<file path="src/rtl/core/wmdd_pkg.sv">
// ----------------------------------------------------------------------------
// wmdd_pkg: shared definitions for the wheel momentum dump dipole core
// Field widths, register codes, sequencer states and operation steps.
// ----------------------------------------------------------------------------
`default_nettype none

package wmdd_pkg;

  localparam int VALUE_BITS   = 24;
  localparam int SUM_BITS     = VALUE_BITS + 3;
  localparam int LIMIT_BITS   = VALUE_BITS - 1;
  localparam int KP_BITS      = 16;
  localparam int DIP_BITS     = 32;
  localparam int LEN_BITS     = 2 * VALUE_BITS;
  localparam int CROSS_BITS   = VALUE_BITS + SUM_BITS + 1;
  localparam int MUL_A_BITS   = CROSS_BITS - 1;
  localparam int MUL_B_BITS   = VALUE_BITS;
  localparam int MUL_P_BITS   = MUL_A_BITS + MUL_B_BITS;
  localparam int NUM_BITS     = MUL_A_BITS + KP_BITS;
  localparam int DEN_BITS     = LEN_BITS;
  localparam int CFG_IDX_BITS = 2;
  localparam int CFG_DATA_BITS = LIMIT_BITS;

  localparam logic [LIMIT_BITS-1:0] UPPER_RST = LIMIT_BITS'(7549747);
  localparam logic [LIMIT_BITS-1:0] LOWER_RST = LIMIT_BITS'(838861);
  localparam logic [KP_BITS-1:0]    GAIN_RST  = KP_BITS'(6554);

  localparam logic [DIP_BITS-1:0] DIP_MAX = {1'b0, {(DIP_BITS-1){1'b1}}};
  localparam logic [DIP_BITS-1:0] DIP_MIN = {1'b1, {(DIP_BITS-1){1'b0}}};

  typedef enum logic [CFG_IDX_BITS-1:0] {
    CFG_UPPER = 2'd0,
    CFG_LOWER = 2'd1,
    CFG_GAIN  = 2'd2
  } cfg_idx_e;

  typedef enum logic [2:0] {
    ST_IDLE,
    ST_MUL,
    ST_MUL_WAIT,
    ST_DIV,
    ST_DIV_WAIT,
    ST_EMIT
  } state_e;

  typedef enum logic [4:0] {
    OP_HX, OP_HY, OP_HZ, OP_UP, OP_LO,
    OP_BX, OP_BY, OP_BZ,
    OP_C0A, OP_C0B, OP_C1A, OP_C1B, OP_C2A, OP_C2B,
    OP_K0, OP_K1, OP_K2
  } op_e;

endpackage

`default_nettype wire

</file>
<file path="src/rtl/core/wmdd_if.sv">
// ----------------------------------------------------------------------------
// wmdd_if: request channels of the wheel momentum dump dipole core
// Wheel request channel in, dipole request channel out.
// ----------------------------------------------------------------------------
`default_nettype none

interface wmdd_in_if;
  import wmdd_pkg::*;
  logic                         valid;
  logic                         ready;
  logic signed [VALUE_BITS-1:0] wheel_hx;
  logic signed [VALUE_BITS-1:0] wheel_hy;
  logic signed [VALUE_BITS-1:0] wheel_hz;
  logic signed [VALUE_BITS-1:0] field_bx;
  logic signed [VALUE_BITS-1:0] field_by;
  logic signed [VALUE_BITS-1:0] field_bz;
  logic                         last_wheel;

  modport source(output valid, wheel_hx, wheel_hy, wheel_hz, field_bx, field_by, field_bz,
                 last_wheel, input ready);
  modport sink(input valid, wheel_hx, wheel_hy, wheel_hz, field_bx, field_by, field_bz,
               last_wheel, output ready);
endinterface

interface wmdd_out_if;
  import wmdd_pkg::*;
  logic                       valid;
  logic                       ready;
  logic signed [DIP_BITS-1:0] dipole_x;
  logic signed [DIP_BITS-1:0] dipole_y;
  logic signed [DIP_BITS-1:0] dipole_z;
  logic                       any_saturated;
  logic                       any_below_lower;
  logic                       weak_field;

  modport source(output valid, dipole_x, dipole_y, dipole_z, any_saturated,
                 any_below_lower, weak_field, input ready);
  modport sink(input valid, dipole_x, dipole_y, dipole_z, any_saturated,
               any_below_lower, weak_field, output ready);
endinterface

`default_nettype wire

</file>
<file path="src/rtl/core/wmdd_mul.sv">
// ----------------------------------------------------------------------------
// wmdd_mul: bit-serial unsigned multiplier
// Shift-add, one multiplier bit per cycle; product holds until next start.
// ----------------------------------------------------------------------------
`default_nettype none

module wmdd_mul (
  input  wire logic                               clk_i,
  input  wire logic                               rst_ni,
  input  wire logic                               start_i,
  input  wire logic [wmdd_pkg::MUL_A_BITS-1:0]    a_i,
  input  wire logic [wmdd_pkg::MUL_B_BITS-1:0]    b_i,
  output logic                                    done_o,
  output logic [wmdd_pkg::MUL_P_BITS-1:0]         prod_o
);
  import wmdd_pkg::*;

  localparam int CNT_BITS = $clog2(MUL_B_BITS + 1);
  localparam int HI_BITS  = MUL_A_BITS + 1;

  logic [CNT_BITS-1:0]           cnt_q;
  logic                          done_q;
  logic [HI_BITS+MUL_B_BITS-1:0] acc_q, acc_d;
  logic [MUL_A_BITS-1:0]         a_q;
  logic [HI_BITS-1:0]            hi_sum;

  always_comb begin
    hi_sum = acc_q[HI_BITS+MUL_B_BITS-1:MUL_B_BITS]
           + (acc_q[0] ? {1'b0, a_q} : '0);
    acc_d  = {1'b0, hi_sum, acc_q[MUL_B_BITS-1:1]};
  end

  always_ff @(posedge clk_i or negedge rst_ni) begin
    if (!rst_ni) begin
      cnt_q  <= '0;
      done_q <= 1'b0;
    end else begin
      done_q <= (cnt_q == CNT_BITS'(1));
      if (start_i) begin
        cnt_q <= CNT_BITS'(MUL_B_BITS);
      end else if (cnt_q != '0) begin
        cnt_q <= cnt_q - CNT_BITS'(1);
      end
    end
  end

  always_ff @(posedge clk_i) begin
    if (start_i) begin
      acc_q <= {{HI_BITS{1'b0}}, b_i};
      a_q   <= a_i;
    end else if (cnt_q != '0) begin
      acc_q <= acc_d;
    end
  end

  assign done_o = done_q;
  assign prod_o = acc_q[MUL_P_BITS-1:0];

endmodule

`default_nettype wire

</file>
<file path="src/rtl/core/wmdd_div.sv">
// ----------------------------------------------------------------------------
// wmdd_div: restoring divider
// One quotient bit per cycle; quotient shifts in as the numerator shifts out.
// ----------------------------------------------------------------------------
`default_nettype none

module wmdd_div (
  input  wire logic                             clk_i,
  input  wire logic                             rst_ni,
  input  wire logic                             start_i,
  input  wire logic [wmdd_pkg::NUM_BITS-1:0]    num_i,
  input  wire logic [wmdd_pkg::DEN_BITS-1:0]    den_i,
  output logic                                  done_o,
  output logic [wmdd_pkg::NUM_BITS-1:0]         quo_o
);
  import wmdd_pkg::*;

  localparam int CNT_BITS = $clog2(NUM_BITS + 1);

  logic [CNT_BITS-1:0] cnt_q;
  logic                done_q;
  logic [NUM_BITS-1:0] n_q;
  logic [DEN_BITS-1:0] r_q, d_q, r_d;
  logic [DEN_BITS:0]   r_sh;
  logic                ge;

  always_comb begin
    r_sh = {r_q, n_q[NUM_BITS-1]};
    ge   = (r_sh >= {1'b0, d_q});
    r_d  = ge ? DEN_BITS'(r_sh - {1'b0, d_q}) : r_sh[DEN_BITS-1:0];
  end

  always_ff @(posedge clk_i or negedge rst_ni) begin
    if (!rst_ni) begin
      cnt_q  <= '0;
      done_q <= 1'b0;
    end else begin
      done_q <= (cnt_q == CNT_BITS'(1));
      if (start_i) begin
        cnt_q <= CNT_BITS'(NUM_BITS);
      end else if (cnt_q != '0) begin
        cnt_q <= cnt_q - CNT_BITS'(1);
      end
    end
  end

  always_ff @(posedge clk_i) begin
    if (start_i) begin
      n_q <= num_i;
      r_q <= '0;
      d_q <= den_i;
    end else if (cnt_q != '0) begin
      n_q <= {n_q[NUM_BITS-2:0], ge};
      r_q <= r_d;
    end
  end

  assign done_o = done_q;
  assign quo_o  = n_q;

endmodule

`default_nettype wire

</file>
<file path="src/rtl/core/wheel_momentum_dump_dipole_core.sv">
// ----------------------------------------------------------------------------
// wheel_momentum_dump_dipole_core: magnetorquer dipole for wheel desaturation
// Sums wheel momenta, flags wheels outside limits, emits (B x -kp*H)/|B|^2.
// ----------------------------------------------------------------------------
//   channel  | dir | contents
//   in_i     | in  | wheel momentum, field, last_wheel marker
//   out_o    | out | dipole x/y/z, saturated, below lower, weak field
//   cfg      | in  | upper limit, lower limit, gain
//
// Each wheel request runs five squares through the bit-serial multiplier.
// The last wheel adds three field squares, six cross terms, then per axis a
// gain multiply and a divide; a zero field square sum goes straight to emit.
// No clearing pass follows reset. A result that is not taken holds the
// sequencer before it loads the next one.
`default_nettype none

module wheel_momentum_dump_dipole_core (
  input  wire logic                                clk_i,
  input  wire logic                                rst_ni,
  input  wire logic                                cfg_we_i,
  input  wire logic [wmdd_pkg::CFG_IDX_BITS-1:0]   cfg_idx_i,
  input  wire logic [wmdd_pkg::CFG_DATA_BITS-1:0]  cfg_data_i,
  wmdd_in_if.sink                                  in_i,
  wmdd_out_if.source                               out_o
);
  import wmdd_pkg::*;

  state_e state_q, state_d;
  op_e    op_q, op_d;

  logic [LIMIT_BITS-1:0] upper_q, lower_q;
  logic [KP_BITS-1:0]    gain_q;

  logic signed [SUM_BITS-1:0] sum_q [3];
  logic signed [SUM_BITS-1:0] sum_new [3];
  logic [SUM_BITS-1:0]        hsum_mag [3];
  logic [2:0]                 hsum_neg;
  logic signed [VALUE_BITS-1:0] in_h [3];
  logic signed [VALUE_BITS-1:0] in_b [3];

  logic [VALUE_BITS-1:0] hmag_q [3];
  logic [VALUE_BITS-1:0] bmag_q [3];
  logic [2:0]            bneg_q;
  logic                  last_q, sat_q, below_q, weak_q;
  logic [LEN_BITS-1:0]   len_q, b2_q, b2_sum;
  logic signed [CROSS_BITS-1:0] cross_q [3];
  logic [MUL_A_BITS-1:0] cmag [3];
  logic [DIP_BITS-1:0]   res_q [3];

  logic                  out_valid_q;
  logic [DIP_BITS-1:0]   odip_q [3];
  logic                  osat_q, obelow_q, oweak_q;

  logic                  in_ready, accept, emit_fire;
  logic                  mul_start, mul_done, div_start, div_done;
  logic [MUL_A_BITS-1:0] mul_a;
  logic [MUL_B_BITS-1:0] mul_b;
  logic [MUL_P_BITS-1:0] mul_prod;
  logic [NUM_BITS-1:0]   quo;
  logic                  term_neg;
  logic [1:0]            kidx;
  logic signed [CROSS_BITS-1:0] term;
  logic [DIP_BITS-1:0]   dip_sat;
  logic [SUM_BITS:0]     wide [3];

  assign in_h[0] = in_i.wheel_hx;
  assign in_h[1] = in_i.wheel_hy;
  assign in_h[2] = in_i.wheel_hz;
  assign in_b[0] = in_i.field_bx;
  assign in_b[1] = in_i.field_by;
  assign in_b[2] = in_i.field_bz;

  // saturating running sum, magnitudes of the current sum and of the cross terms
  always_comb begin
    for (int i = 0; i < 3; i++) begin
      wide[i] = {sum_q[i][SUM_BITS-1], sum_q[i]}
              + {{(SUM_BITS-VALUE_BITS+1){in_h[i][VALUE_BITS-1]}}, in_h[i]};
      if (wide[i][SUM_BITS] != wide[i][SUM_BITS-1]) begin
        sum_new[i] = wide[i][SUM_BITS] ? {1'b1, {(SUM_BITS-1){1'b0}}}
                                       : {1'b0, {(SUM_BITS-1){1'b1}}};
      end else begin
        sum_new[i] = wide[i][SUM_BITS-1:0];
      end
      hsum_neg[i] = sum_q[i][SUM_BITS-1];
      hsum_mag[i] = hsum_neg[i] ? SUM_BITS'(-sum_q[i]) : SUM_BITS'(sum_q[i]);
      cmag[i]     = cross_q[i][CROSS_BITS-1] ? MUL_A_BITS'(-cross_q[i])
                                             : MUL_A_BITS'(cross_q[i]);
    end
  end

  // operand select for each step
  always_comb begin
    mul_a    = '0;
    mul_b    = '0;
    term_neg = 1'b0;
    kidx     = 2'd0;
    case (op_q)
      OP_HX: begin mul_a = MUL_A_BITS'(hmag_q[0]); mul_b = hmag_q[0]; end
      OP_HY: begin mul_a = MUL_A_BITS'(hmag_q[1]); mul_b = hmag_q[1]; end
      OP_HZ: begin mul_a = MUL_A_BITS'(hmag_q[2]); mul_b = hmag_q[2]; end
      OP_UP: begin mul_a = MUL_A_BITS'(upper_q); mul_b = MUL_B_BITS'(upper_q); end
      OP_LO: begin mul_a = MUL_A_BITS'(lower_q); mul_b = MUL_B_BITS'(lower_q); end
      OP_BX: begin mul_a = MUL_A_BITS'(bmag_q[0]); mul_b = bmag_q[0]; end
      OP_BY: begin mul_a = MUL_A_BITS'(bmag_q[1]); mul_b = bmag_q[1]; end
      OP_BZ: begin mul_a = MUL_A_BITS'(bmag_q[2]); mul_b = bmag_q[2]; end
      OP_C0A: begin
        mul_a = MUL_A_BITS'(hsum_mag[2]); mul_b = bmag_q[1];
        term_neg = bneg_q[1] ^ hsum_neg[2]; kidx = 2'd0;
      end
      OP_C0B: begin
        mul_a = MUL_A_BITS'(hsum_mag[1]); mul_b = bmag_q[2];
        term_neg = bneg_q[2] ^ hsum_neg[1]; kidx = 2'd0;
      end
      OP_C1A: begin
        mul_a = MUL_A_BITS'(hsum_mag[0]); mul_b = bmag_q[2];
        term_neg = bneg_q[2] ^ hsum_neg[0]; kidx = 2'd1;
      end
      OP_C1B: begin
        mul_a = MUL_A_BITS'(hsum_mag[2]); mul_b = bmag_q[0];
        term_neg = bneg_q[0] ^ hsum_neg[2]; kidx = 2'd1;
      end
      OP_C2A: begin
        mul_a = MUL_A_BITS'(hsum_mag[1]); mul_b = bmag_q[0];
        term_neg = bneg_q[0] ^ hsum_neg[1]; kidx = 2'd2;
      end
      OP_C2B: begin
        mul_a = MUL_A_BITS'(hsum_mag[0]); mul_b = bmag_q[1];
        term_neg = bneg_q[1] ^ hsum_neg[0]; kidx = 2'd2;
      end
      OP_K0: begin mul_a = cmag[0]; mul_b = MUL_B_BITS'(gain_q); kidx = 2'd0; end
      OP_K1: begin mul_a = cmag[1]; mul_b = MUL_B_BITS'(gain_q); kidx = 2'd1; end
      OP_K2: begin mul_a = cmag[2]; mul_b = MUL_B_BITS'(gain_q); kidx = 2'd2; end
      default: begin
        mul_a = '0;
      end
    endcase
  end

  assign b2_sum = b2_q + mul_prod[LEN_BITS-1:0];
  assign term   = term_neg ? -CROSS_BITS'(mul_prod[CROSS_BITS-3:0])
                           :  CROSS_BITS'(mul_prod[CROSS_BITS-3:0]);

  // dipole sign follows -c; clamp the quotient to 32 bits
  always_comb begin
    if (!cross_q[kidx][CROSS_BITS-1]) begin
      if ((|quo[NUM_BITS-1:DIP_BITS]) || (quo[DIP_BITS-1:0] > DIP_MIN)) begin
        dip_sat = DIP_MIN;
      end else begin
        dip_sat = -quo[DIP_BITS-1:0];
      end
    end else begin
      if (|quo[NUM_BITS-1:DIP_BITS-1]) begin
        dip_sat = DIP_MAX;
      end else begin
        dip_sat = quo[DIP_BITS-1:0];
      end
    end
  end

  // sequencer
  always_comb begin
    state_d   = state_q;
    op_d      = op_q;
    in_ready  = 1'b0;
    mul_start = 1'b0;
    div_start = 1'b0;
    emit_fire = 1'b0;
    case (state_q)
      ST_IDLE: begin
        in_ready = 1'b1;
        if (in_i.valid) begin
          state_d = ST_MUL;
          op_d    = OP_HX;
        end
      end
      ST_MUL: begin
        mul_start = 1'b1;
        state_d   = ST_MUL_WAIT;
      end
      ST_MUL_WAIT: begin
        if (mul_done) begin
          case (op_q)
            OP_LO: begin
              if (last_q) begin
                op_d = op_e'(5'(op_q) + 5'd1); state_d = ST_MUL;
              end else begin
                state_d = ST_IDLE;
              end
            end
            OP_BZ: begin
              if (b2_sum == '0) begin
                state_d = ST_EMIT;
              end else begin
                op_d = op_e'(5'(op_q) + 5'd1); state_d = ST_MUL;
              end
            end
            OP_K0, OP_K1, OP_K2: begin
              state_d = ST_DIV;
            end
            default: begin
              op_d = op_e'(5'(op_q) + 5'd1); state_d = ST_MUL;
            end
          endcase
        end
      end
      ST_DIV: begin
        div_start = 1'b1;
        state_d   = ST_DIV_WAIT;
      end
      ST_DIV_WAIT: begin
        if (div_done) begin
          if (op_q == OP_K2) begin
            state_d = ST_EMIT;
          end else begin
            op_d = op_e'(5'(op_q) + 5'd1); state_d = ST_MUL;
          end
        end
      end
      ST_EMIT: begin
        // hold until the output register is free
        if (!out_valid_q || out_o.ready) begin
          emit_fire = 1'b1;
          state_d   = ST_IDLE;
        end
      end
      default: begin
        state_d = ST_IDLE;
      end
    endcase
  end

  assign accept = in_ready & in_i.valid;

  always_ff @(posedge clk_i or negedge rst_ni) begin
    if (!rst_ni) begin
      state_q     <= ST_IDLE;
      op_q        <= OP_HX;
      out_valid_q <= 1'b0;
      sat_q       <= 1'b0;
      below_q     <= 1'b0;
      upper_q     <= UPPER_RST;
      lower_q     <= LOWER_RST;
      gain_q      <= GAIN_RST;
      for (int i = 0; i < 3; i++) begin
        sum_q[i] <= '0;
      end
    end else begin
      state_q <= state_d;
      op_q    <= op_d;
      if (cfg_we_i) begin
        case (cfg_idx_e'(cfg_idx_i))
          CFG_UPPER: upper_q <= cfg_data_i;
          CFG_LOWER: lower_q <= cfg_data_i;
          CFG_GAIN:  gain_q  <= cfg_data_i[KP_BITS-1:0];
          default:   gain_q  <= gain_q;
        endcase
      end
      if (accept) begin
        for (int i = 0; i < 3; i++) begin
          sum_q[i] <= sum_new[i];
        end
      end
      if (state_q == ST_MUL_WAIT && mul_done) begin
        if (op_q == OP_UP && len_q > mul_prod[LEN_BITS-1:0]) begin
          sat_q <= 1'b1;
        end
        if (op_q == OP_LO && len_q < mul_prod[LEN_BITS-1:0]) begin
          below_q <= 1'b1;
        end
      end
      if (emit_fire) begin
        out_valid_q <= 1'b1;
        sat_q       <= 1'b0;
        below_q     <= 1'b0;
        for (int i = 0; i < 3; i++) begin
          sum_q[i] <= '0;
        end
      end else if (out_o.ready) begin
        out_valid_q <= 1'b0;
      end
    end
  end

  always_ff @(posedge clk_i) begin
    if (accept) begin
      for (int i = 0; i < 3; i++) begin
        hmag_q[i] <= in_h[i][VALUE_BITS-1] ? VALUE_BITS'(-in_h[i]) : VALUE_BITS'(in_h[i]);
        bmag_q[i] <= in_b[i][VALUE_BITS-1] ? VALUE_BITS'(-in_b[i]) : VALUE_BITS'(in_b[i]);
        bneg_q[i] <= in_b[i][VALUE_BITS-1];
      end
      last_q <= in_i.last_wheel;
    end
    if (state_q == ST_MUL_WAIT && mul_done) begin
      case (op_q)
        OP_HX:        len_q <= mul_prod[LEN_BITS-1:0];
        OP_HY, OP_HZ: len_q <= len_q + mul_prod[LEN_BITS-1:0];
        OP_BX: begin
          b2_q   <= mul_prod[LEN_BITS-1:0];
          weak_q <= 1'b0;
        end
        OP_BY: b2_q <= b2_sum;
        OP_BZ: begin
          b2_q   <= b2_sum;
          weak_q <= (b2_sum == '0);
        end
        OP_C0A, OP_C1A, OP_C2A: cross_q[kidx] <= term;
        OP_C0B, OP_C1B, OP_C2B: cross_q[kidx] <= cross_q[kidx] - term;
        default: len_q <= len_q;
      endcase
    end
    if (state_q == ST_DIV_WAIT && div_done) begin
      res_q[kidx] <= dip_sat;
    end
    if (emit_fire) begin
      for (int i = 0; i < 3; i++) begin
        odip_q[i] <= weak_q ? '0 : res_q[i];
      end
      osat_q   <= sat_q;
      obelow_q <= below_q;
      oweak_q  <= weak_q;
    end
  end

  wmdd_mul u_mul (
    .clk_i   (clk_i),
    .rst_ni  (rst_ni),
    .start_i (mul_start),
    .a_i     (mul_a),
    .b_i     (mul_b),
    .done_o  (mul_done),
    .prod_o  (mul_prod)
  );

  wmdd_div u_div (
    .clk_i   (clk_i),
    .rst_ni  (rst_ni),
    .start_i (div_start),
    .num_i   (mul_prod[NUM_BITS-1:0]),
    .den_i   (b2_q),
    .done_o  (div_done),
    .quo_o   (quo)
  );

  assign in_i.ready            = in_ready;
  assign out_o.valid           = out_valid_q;
  assign out_o.dipole_x        = odip_q[0];
  assign out_o.dipole_y        = odip_q[1];
  assign out_o.dipole_z        = odip_q[2];
  assign out_o.any_saturated   = osat_q;
  assign out_o.any_below_lower = obelow_q;
  assign out_o.weak_field      = oweak_q;

endmodule

`default_nettype wire
</file>
<file path="src/flat_wrapper.sv">
// flat-port wrapper written by rule: the top's interface ports become plain ports
module wheel_momentum_dump_dipole_core_flat import wmdd_pkg::*;
  (clk_i, rst_ni, cfg_we_i, cfg_idx_i, cfg_data_i, in_i_valid, in_i_wheel_hx, in_i_wheel_hy, in_i_wheel_hz, in_i_field_bx, in_i_field_by, in_i_field_bz, in_i_last_wheel, in_i_ready, out_o_valid, out_o_dipole_x, out_o_dipole_y, out_o_dipole_z, out_o_any_saturated, out_o_any_below_lower, out_o_weak_field, out_o_ready);
  wmdd_in_if in_i_i ();
  wmdd_out_if out_o_i ();
  input  wire logic clk_i;
  input  wire logic rst_ni;
  input  wire logic cfg_we_i;
  input  wire logic [wmdd_pkg::CFG_IDX_BITS-1:0] cfg_idx_i;
  input  wire logic [wmdd_pkg::CFG_DATA_BITS-1:0] cfg_data_i;
  input wire logic [$bits(in_i_i.valid)-1:0] in_i_valid;
  input wire logic [$bits(in_i_i.wheel_hx)-1:0] in_i_wheel_hx;
  input wire logic [$bits(in_i_i.wheel_hy)-1:0] in_i_wheel_hy;
  input wire logic [$bits(in_i_i.wheel_hz)-1:0] in_i_wheel_hz;
  input wire logic [$bits(in_i_i.field_bx)-1:0] in_i_field_bx;
  input wire logic [$bits(in_i_i.field_by)-1:0] in_i_field_by;
  input wire logic [$bits(in_i_i.field_bz)-1:0] in_i_field_bz;
  input wire logic [$bits(in_i_i.last_wheel)-1:0] in_i_last_wheel;
  output wire logic [$bits(in_i_i.ready)-1:0] in_i_ready;
  output wire logic [$bits(out_o_i.valid)-1:0] out_o_valid;
  output wire logic [$bits(out_o_i.dipole_x)-1:0] out_o_dipole_x;
  output wire logic [$bits(out_o_i.dipole_y)-1:0] out_o_dipole_y;
  output wire logic [$bits(out_o_i.dipole_z)-1:0] out_o_dipole_z;
  output wire logic [$bits(out_o_i.any_saturated)-1:0] out_o_any_saturated;
  output wire logic [$bits(out_o_i.any_below_lower)-1:0] out_o_any_below_lower;
  output wire logic [$bits(out_o_i.weak_field)-1:0] out_o_weak_field;
  input wire logic [$bits(out_o_i.ready)-1:0] out_o_ready;
  assign in_i_i.valid = in_i_valid;
  assign in_i_i.wheel_hx = in_i_wheel_hx;
  assign in_i_i.wheel_hy = in_i_wheel_hy;
  assign in_i_i.wheel_hz = in_i_wheel_hz;
  assign in_i_i.field_bx = in_i_field_bx;
  assign in_i_i.field_by = in_i_field_by;
  assign in_i_i.field_bz = in_i_field_bz;
  assign in_i_i.last_wheel = in_i_last_wheel;
  assign in_i_ready = in_i_i.ready;
  assign out_o_valid = out_o_i.valid;
  assign out_o_dipole_x = out_o_i.dipole_x;
  assign out_o_dipole_y = out_o_i.dipole_y;
  assign out_o_dipole_z = out_o_i.dipole_z;
  assign out_o_any_saturated = out_o_i.any_saturated;
  assign out_o_any_below_lower = out_o_i.any_below_lower;
  assign out_o_weak_field = out_o_i.weak_field;
  assign out_o_i.ready = out_o_ready;
  wheel_momentum_dump_dipole_core u_core (.clk_i(clk_i), .rst_ni(rst_ni), .cfg_we_i(cfg_we_i), .cfg_idx_i(cfg_idx_i), .cfg_data_i(cfg_data_i), .in_i(in_i_i), .out_o(out_o_i));
endmodule
</file>
<file path="config.mk">
export PLATFORM = sky130hd
export DESIGN_NAME = wheel_momentum_dump_dipole_core_flat
export DESIGN_NICKNAME = d
export VERILOG_FILES = /design/src/rtl/core/wmdd_pkg.sv /design/src/rtl/core/wmdd_if.sv /design/src/rtl/core/wmdd_mul.sv /design/src/rtl/core/wmdd_div.sv /design/src/rtl/core/wheel_momentum_dump_dipole_core.sv /design/src/flat_wrapper.sv
export SDC_FILE = /design/constraint.sdc
export NUM_CORES = 2
export LEC_CHECK = 0
export ABC_AREA = 1
export BUFFER_PORTS_ARGS = -buffer_cell sky130_fd_sc_hd__buf_2
export CORE_AREA = 2 2 619 559
export DETAILED_ROUTE_END_ITERATION = 6
export DIE_AREA = 0 0 621 561
export GPL_TIMING_DRIVEN = 1
export PLACE_DENSITY = 0.39
export SLEW_MARGIN = 15
export SYNTH_ARGS = -nofsm -noshare
export SYNTH_HDL_FRONTEND = slang
export SYNTH_SLANG_ARGS = --single-unit
</file>
<file path="constraint.sdc">
create_clock -name clk_i -period 16.2 [get_ports clk_i]
set_clock_uncertainty 0.15 [all_clocks]
set_input_delay 1.62 -clock clk_i [delete_from_list [all_inputs] [get_ports clk_i]]
set_output_delay 1.62 -clock clk_i [all_outputs]
set_load 0.005 [all_outputs]
</file>
==> metrics.md <==
| Metric | Value |
|---|---|
| Clock latency on the worst-skew pair | 0.85 ns |
| Buffers on Ports | 275 |
| Final standard cell area without fillers | roughly 90000 sq um |
| Global-route wire length before repair | about 530000 microns |
| Unrepaired setup endpoints after global routing | false |
| Final RePlAce weighted congestion | slightly above 0.9 |
| Total internal power | 8430 uW |
| Top Family by Delay on Critical Path | simple AND/OR/NAND/NOR gates |
| Max IR drop VDD | around 0.096 mV |
| CP arrival | between 6 and 7 ns |
| FMAX | around 150 MHz |
| Depth of the critical timing path with buffers and inverters included | 26 |
| Leakage power total | just under 0.04 uW |
| Critical path type | reg2reg |
| DR DRC count | 0 |
| Post-synthesis share of cell area spent on full adders, half adders and majority gates | 0.0661 |
| Cell at the root of the clock tree | sky130_fd_sc_hd__clkbuf_16 |
| Clock sink count | 1105 |
| Vertical extent of the die | between 500 and 600 microns |
| Net switching power | approximately 8000 uW |
| Gates resized, CTS repair | 0 |
| Cell taking the most area after synthesis | sky130_fd_sc_hd__edfxtp_1 |
| Iter 0 DRT Violations | around 7300 |
| Synth Flop Type | sky130_fd_sc_hd__edfxtp_1 |
| GR Layer Usage met2 | 0.312 |
| Outcome | finished clean |
| Sequential group share of total power | 0.283 |
| Synthesized-area fraction occupied by and/or/nand/nor cells | 0.248 |
| Category of the worst setup path launch point | register |
| Site Rows | between 200 and 250 |
| Critical Path Source | u_core.op_q[0] |
| Data required time at the worst endpoint | 16.57 ns |
| Longest individual stage delay on the worst path | just over 0.6 ns |
| Sw frac | 0.486 |
| Headroom to the max-slew limit | 0.141 |
| Cell area after placement | roughly 85000 sq um |
| Fin crit period | 6.56 ns |
| CTS tree | built |
| Number of non-filler instances in the completed layout | between 15000 and 20000 |
| Post-synthesis compound-gate area fraction | 0.156 |
| Synth area leaders | sky130_fd_sc_hd__edfxtp_1, sky130_fd_sc_hd__nand2_1, sky130_fd_sc_hd__inv_1, sky130_fd_sc_hd__ha_1, sky130_fd_sc_hd__o21ai_0 |
| Total wire length after detailed routing | around 370000 microns |
| Cell type of the slowest stage on the worst timing path | sky130_fd_sc_hd__inv_1 |
| Number of global-route vias before repair | 71300 |
| Portion of total power attributed to combinational logic | 0.503 |
| Synthesized instance count | a little over 10000 |
| Initial Util | 0.229 |
| Power per Cell Area | between 150 and 200 nW/um^2 |
| Global Route Usage Sum | 0.206 |
| Area growth from synthesis to layout | 15.3% |
| Detail Placement HPWL | approximately 300000 microns |
| Average wire per standard cell | ~24 microns |
| Setup crit end kind | register |
| Total Nets Final | approximately 11000 |
| Endpoint of the worst-slack reg-to-reg timing path | u_core.cross_q[2][47] |
| Area of the die | approximately 350000 sq um |
| Critical path buffer and inverter count | 5 |
| Number of enable-type register cells in the synthesized netlist | approximately 840 |
| Worst setup endpoint | u_core.cross_q[2][47] |
| Mean instance size in the synthesized netlist | about 7.5 sq um |
| Total placed cells including tap cells | roughly 15000 |
| Average via count per standard cell | 4.91 |
| Final design utilization | 0.264 |
| Share of cell area taken by muxes after synthesis | 0 |
| CTS Hold Bufs | 0 |
| Count of pins on the block boundary | between 200 and 300 |
| Placeable Area | 342000 sq um |
| Maximum fanout count along the critical path | 40 |
| Ratio of final minimum period to clock period | 0.405 |
| Reg-to-reg critical path startpoint | u_core.op_q[0] |
| Number of nets in the synthesized netlist | between 10000 and 15000 |
| Flops & latches, synth | roughly 1100 |
| Share of flip-flops with an asynchronous set or reset | 0.152 |
| Die width | approximately 620 microns |
| Number of iterations in the first detailed-routing pass | 6 |
| Clk network pwr share | 0.214 |
| Setup TNS Final | 0 ns |
| Largest net degree at the start of global routing | between 90 and 100 |
| Most common cell in the synthesized netlist | sky130_fd_sc_hd__nand2_1 |
| Number of antenna-violating nets in the routed design | 0 |
| Number of H-tree levels | 4 |
| GRT Max-Usage Layer | met2 |
| Synth cell types | 77 |
| Warnings, synthesis | 0 |
| Vias after detailed routing | 75100 |
| CTS Buf Count | ~150 |
| Cell types with the highest counts after synthesis | sky130_fd_sc_hd__nand2_1, sky130_fd_sc_hd__inv_1, sky130_fd_sc_hd__nor2_1 |
| Leftover overflow at the end of global routing | 0 |
| Setup repair bufs after CTS | 0 |
| XOR/XNOR share of the synthesized area | 0.0406 |
| Worst hold-check path type | reg2reg |
| Design Power | between 15000 and 20000 uW |
| Area share of the largest cell type after synthesis | 0.321 |
| Max-capacitance violation count | 0 |
| Clock slew at the register clock pins of the worst setup and hold paths | 0.06 ns |
| Clk buf depth | 4 |
| Sequential area share after synthesis | 0.401 |
| Fin. max-slew vios | 0 |
| GR Layer Usage met1 | 0.304 |
| Global routing met3 resource utilization | 0.0277 |
| Most frequent cell on the critical path | sky130_fd_sc_hd__nand2_1 |
| Final setup fails | 0 |
| Actual slew at the worst max-slew pin | roughly 1.3 ns |
| Number of cells on the worst reg-to-reg path | 26 |
| Post-Synthesis Cell Area | roughly 78000 sq um |
| Register-to-register path setup slack | about 9.6 ns |
| Largest family of logic cells by synthesized area | simple AND/OR/NAND/NOR gates |
| Fraction of final layout cells with drive strength greater than 1 | 0.0836 |
| Endpoints failing hold | 0 |
| Number of antenna violations at the first check in global routing | 29 |
kinds of logic (layout without fill, tap and decap cells):
| kind of cell | count (synthesis) | count (layout) |
|---|---|---|
| simple gates | 4536 | 4536 |
| flops | 1105 | 1105 |
| other cells | 0 | 9 |
| xor+xnor | 363 | 363 |
| fa+ha+maj | 409 | 409 |
| buf+inv | 1828 | 2216 |
| compound gates | 2146 | 2146 |
final cells by class:
| type | instances | area [sq um] |
|---|---|---|
| Multi-Input combinational cell | 7454 | 40100 |
| Clock inverter | 79 | 1070 |
| Fill cell | 37600 | 252000 |
| Clock buffer | 178 | 3930 |
| Inverter | 1570 | 5900 |
| Tap cell | 4532 | 5670 |
| Antenna cell | 9 | 22.5 |
| Sequential cell | 1105 | 31400 |
| Timing Repair Buffer | 389 | 2240 |
through the flow:
| step | setup slack, ns | hold WS, ns |
|---|---|---|
| after floorplan | 8.92 | 0.274 |
| after global placement | 9.65 | 0.290 |
| after detailed placement | 9.77 | 0.292 |
| after CTS | 9.75 | 0.297 |
| after global routing | 9.31 | 0.312 |
| final | 9.64 | 0.308 |
sequential cells by signal, summed over array words and instances (netlist names), 67 cells and up:
signal,flops
u_core.bmag_q,72
u_core.cross_q,208
u_core.hmag_q,72
u_core.odip_q,96
u_core.res_q,96
u_core.sum_q,78
u_core.u_div.quo_o,67
u_core.u_mul.acc_q,75
worst min-delay path by stage:
stage / end / from / cells after the start
after global routing: u_core.u_div.d_q[27] / u_core.b2_q[27] / 0
final: u_core.u_div.d_q[27] / u_core.b2_q[27] / 0
after floorplan: u_core.out_o.weak_field / u_core.weak_q / 0
after CTS: u_core.u_div.d_q[27] / u_core.b2_q[27] / 0
after detailed placement: u_core.out_o.any_saturated / u_core.sat_q / 0
after global placement: u_core.out_o.any_below_lower / u_core.below_q / 0
metal layers:
| metal | part of all wire | routed length, microns | vias up |
|---|---|---|---|
| met4 | 0.029 | 10800 | 4 |
| li1 | - | - | 35500 |
| met1 | 0.48 | 180000 | 36500 |
| met2 | 0.42 | 158000 | 2728 |
| met3 | 0.062 | 23100 | 415 |
| met5 | 0.000062 | 23 | - |
placed cells by master, fill, tap and decap left out, types with 24 or more instances in the layout:
cell type / synthesis / routed
sky130_fd_sc_hd__a21o_1: 40 / 40
sky130_fd_sc_hd__dfxtp_1: 99 / 99
sky130_fd_sc_hd__o21ai_1: 90 / 90
sky130_fd_sc_hd__or2_2: 65 / 65
sky130_fd_sc_hd__nor4_1: 79 / 79
sky130_fd_sc_hd__o21ai_0: 844 / 844
sky130_fd_sc_hd__dfrtp_1: 137 / 137
sky130_fd_sc_hd__xnor2_1: 121 / 121
sky130_fd_sc_hd__o31ai_1: 30 / 30
sky130_fd_sc_hd__nor2_2: 21 / 30
sky130_fd_sc_hd__nand4_1: 126 / 126
sky130_fd_sc_hd__dfstp_2: 31 / 31
sky130_fd_sc_hd__nand3b_1: 31 / 31
sky130_fd_sc_hd__a31oi_1: 71 / 71
sky130_fd_sc_hd__edfxtp_1: 838 / 838
sky130_fd_sc_hd__nor3_1: 197 / 194
sky130_fd_sc_hd__a21oi_1: 616 / 615
sky130_fd_sc_hd__o211ai_1: 55 / 55
sky130_fd_sc_hd__inv_1: 1525 / 1517
sky130_fd_sc_hd__o22ai_1: 131 / 131
sky130_fd_sc_hd__xor2_1: 242 / 242
sky130_fd_sc_hd__bufinv_16: 0 / 24
sky130_fd_sc_hd__inv_2: 33 / 37
sky130_fd_sc_hd__clkinv_1: 11 / 27
sky130_fd_sc_hd__nand2_1: 2212 / 2211
sky130_fd_sc_hd__buf_4: 10 / 114
sky130_fd_sc_hd__nor2_1: 1121 / 1101
sky130_fd_sc_hd__buf_2: 29 / 274
sky130_fd_sc_hd__clkbuf_16: 0 / 151
sky130_fd_sc_hd__ha_1: 401 / 401
sky130_fd_sc_hd__o21bai_1: 47 / 47
sky130_fd_sc_hd__nand3_1: 569 / 567
sky130_fd_sc_hd__a221oi_1: 72 / 71
power by group through the flow:
| stage | clock network (uW) | registers, uW | logic (uW) |
|---|---|---|---|
| after floorplan | 0 | 4330 | 5270 |
| after global placement | 0 | 4680 | 8200 |
| after detailed placement | 0 | 4680 | 8170 |
| after CTS | 3600 | 4630 | 8210 |
| after global routing | 3700 | 4700 | 9130 |
| final | 3520 | 4640 | 8250 |
Note: power is estimated with default switching activity, not from simulation.
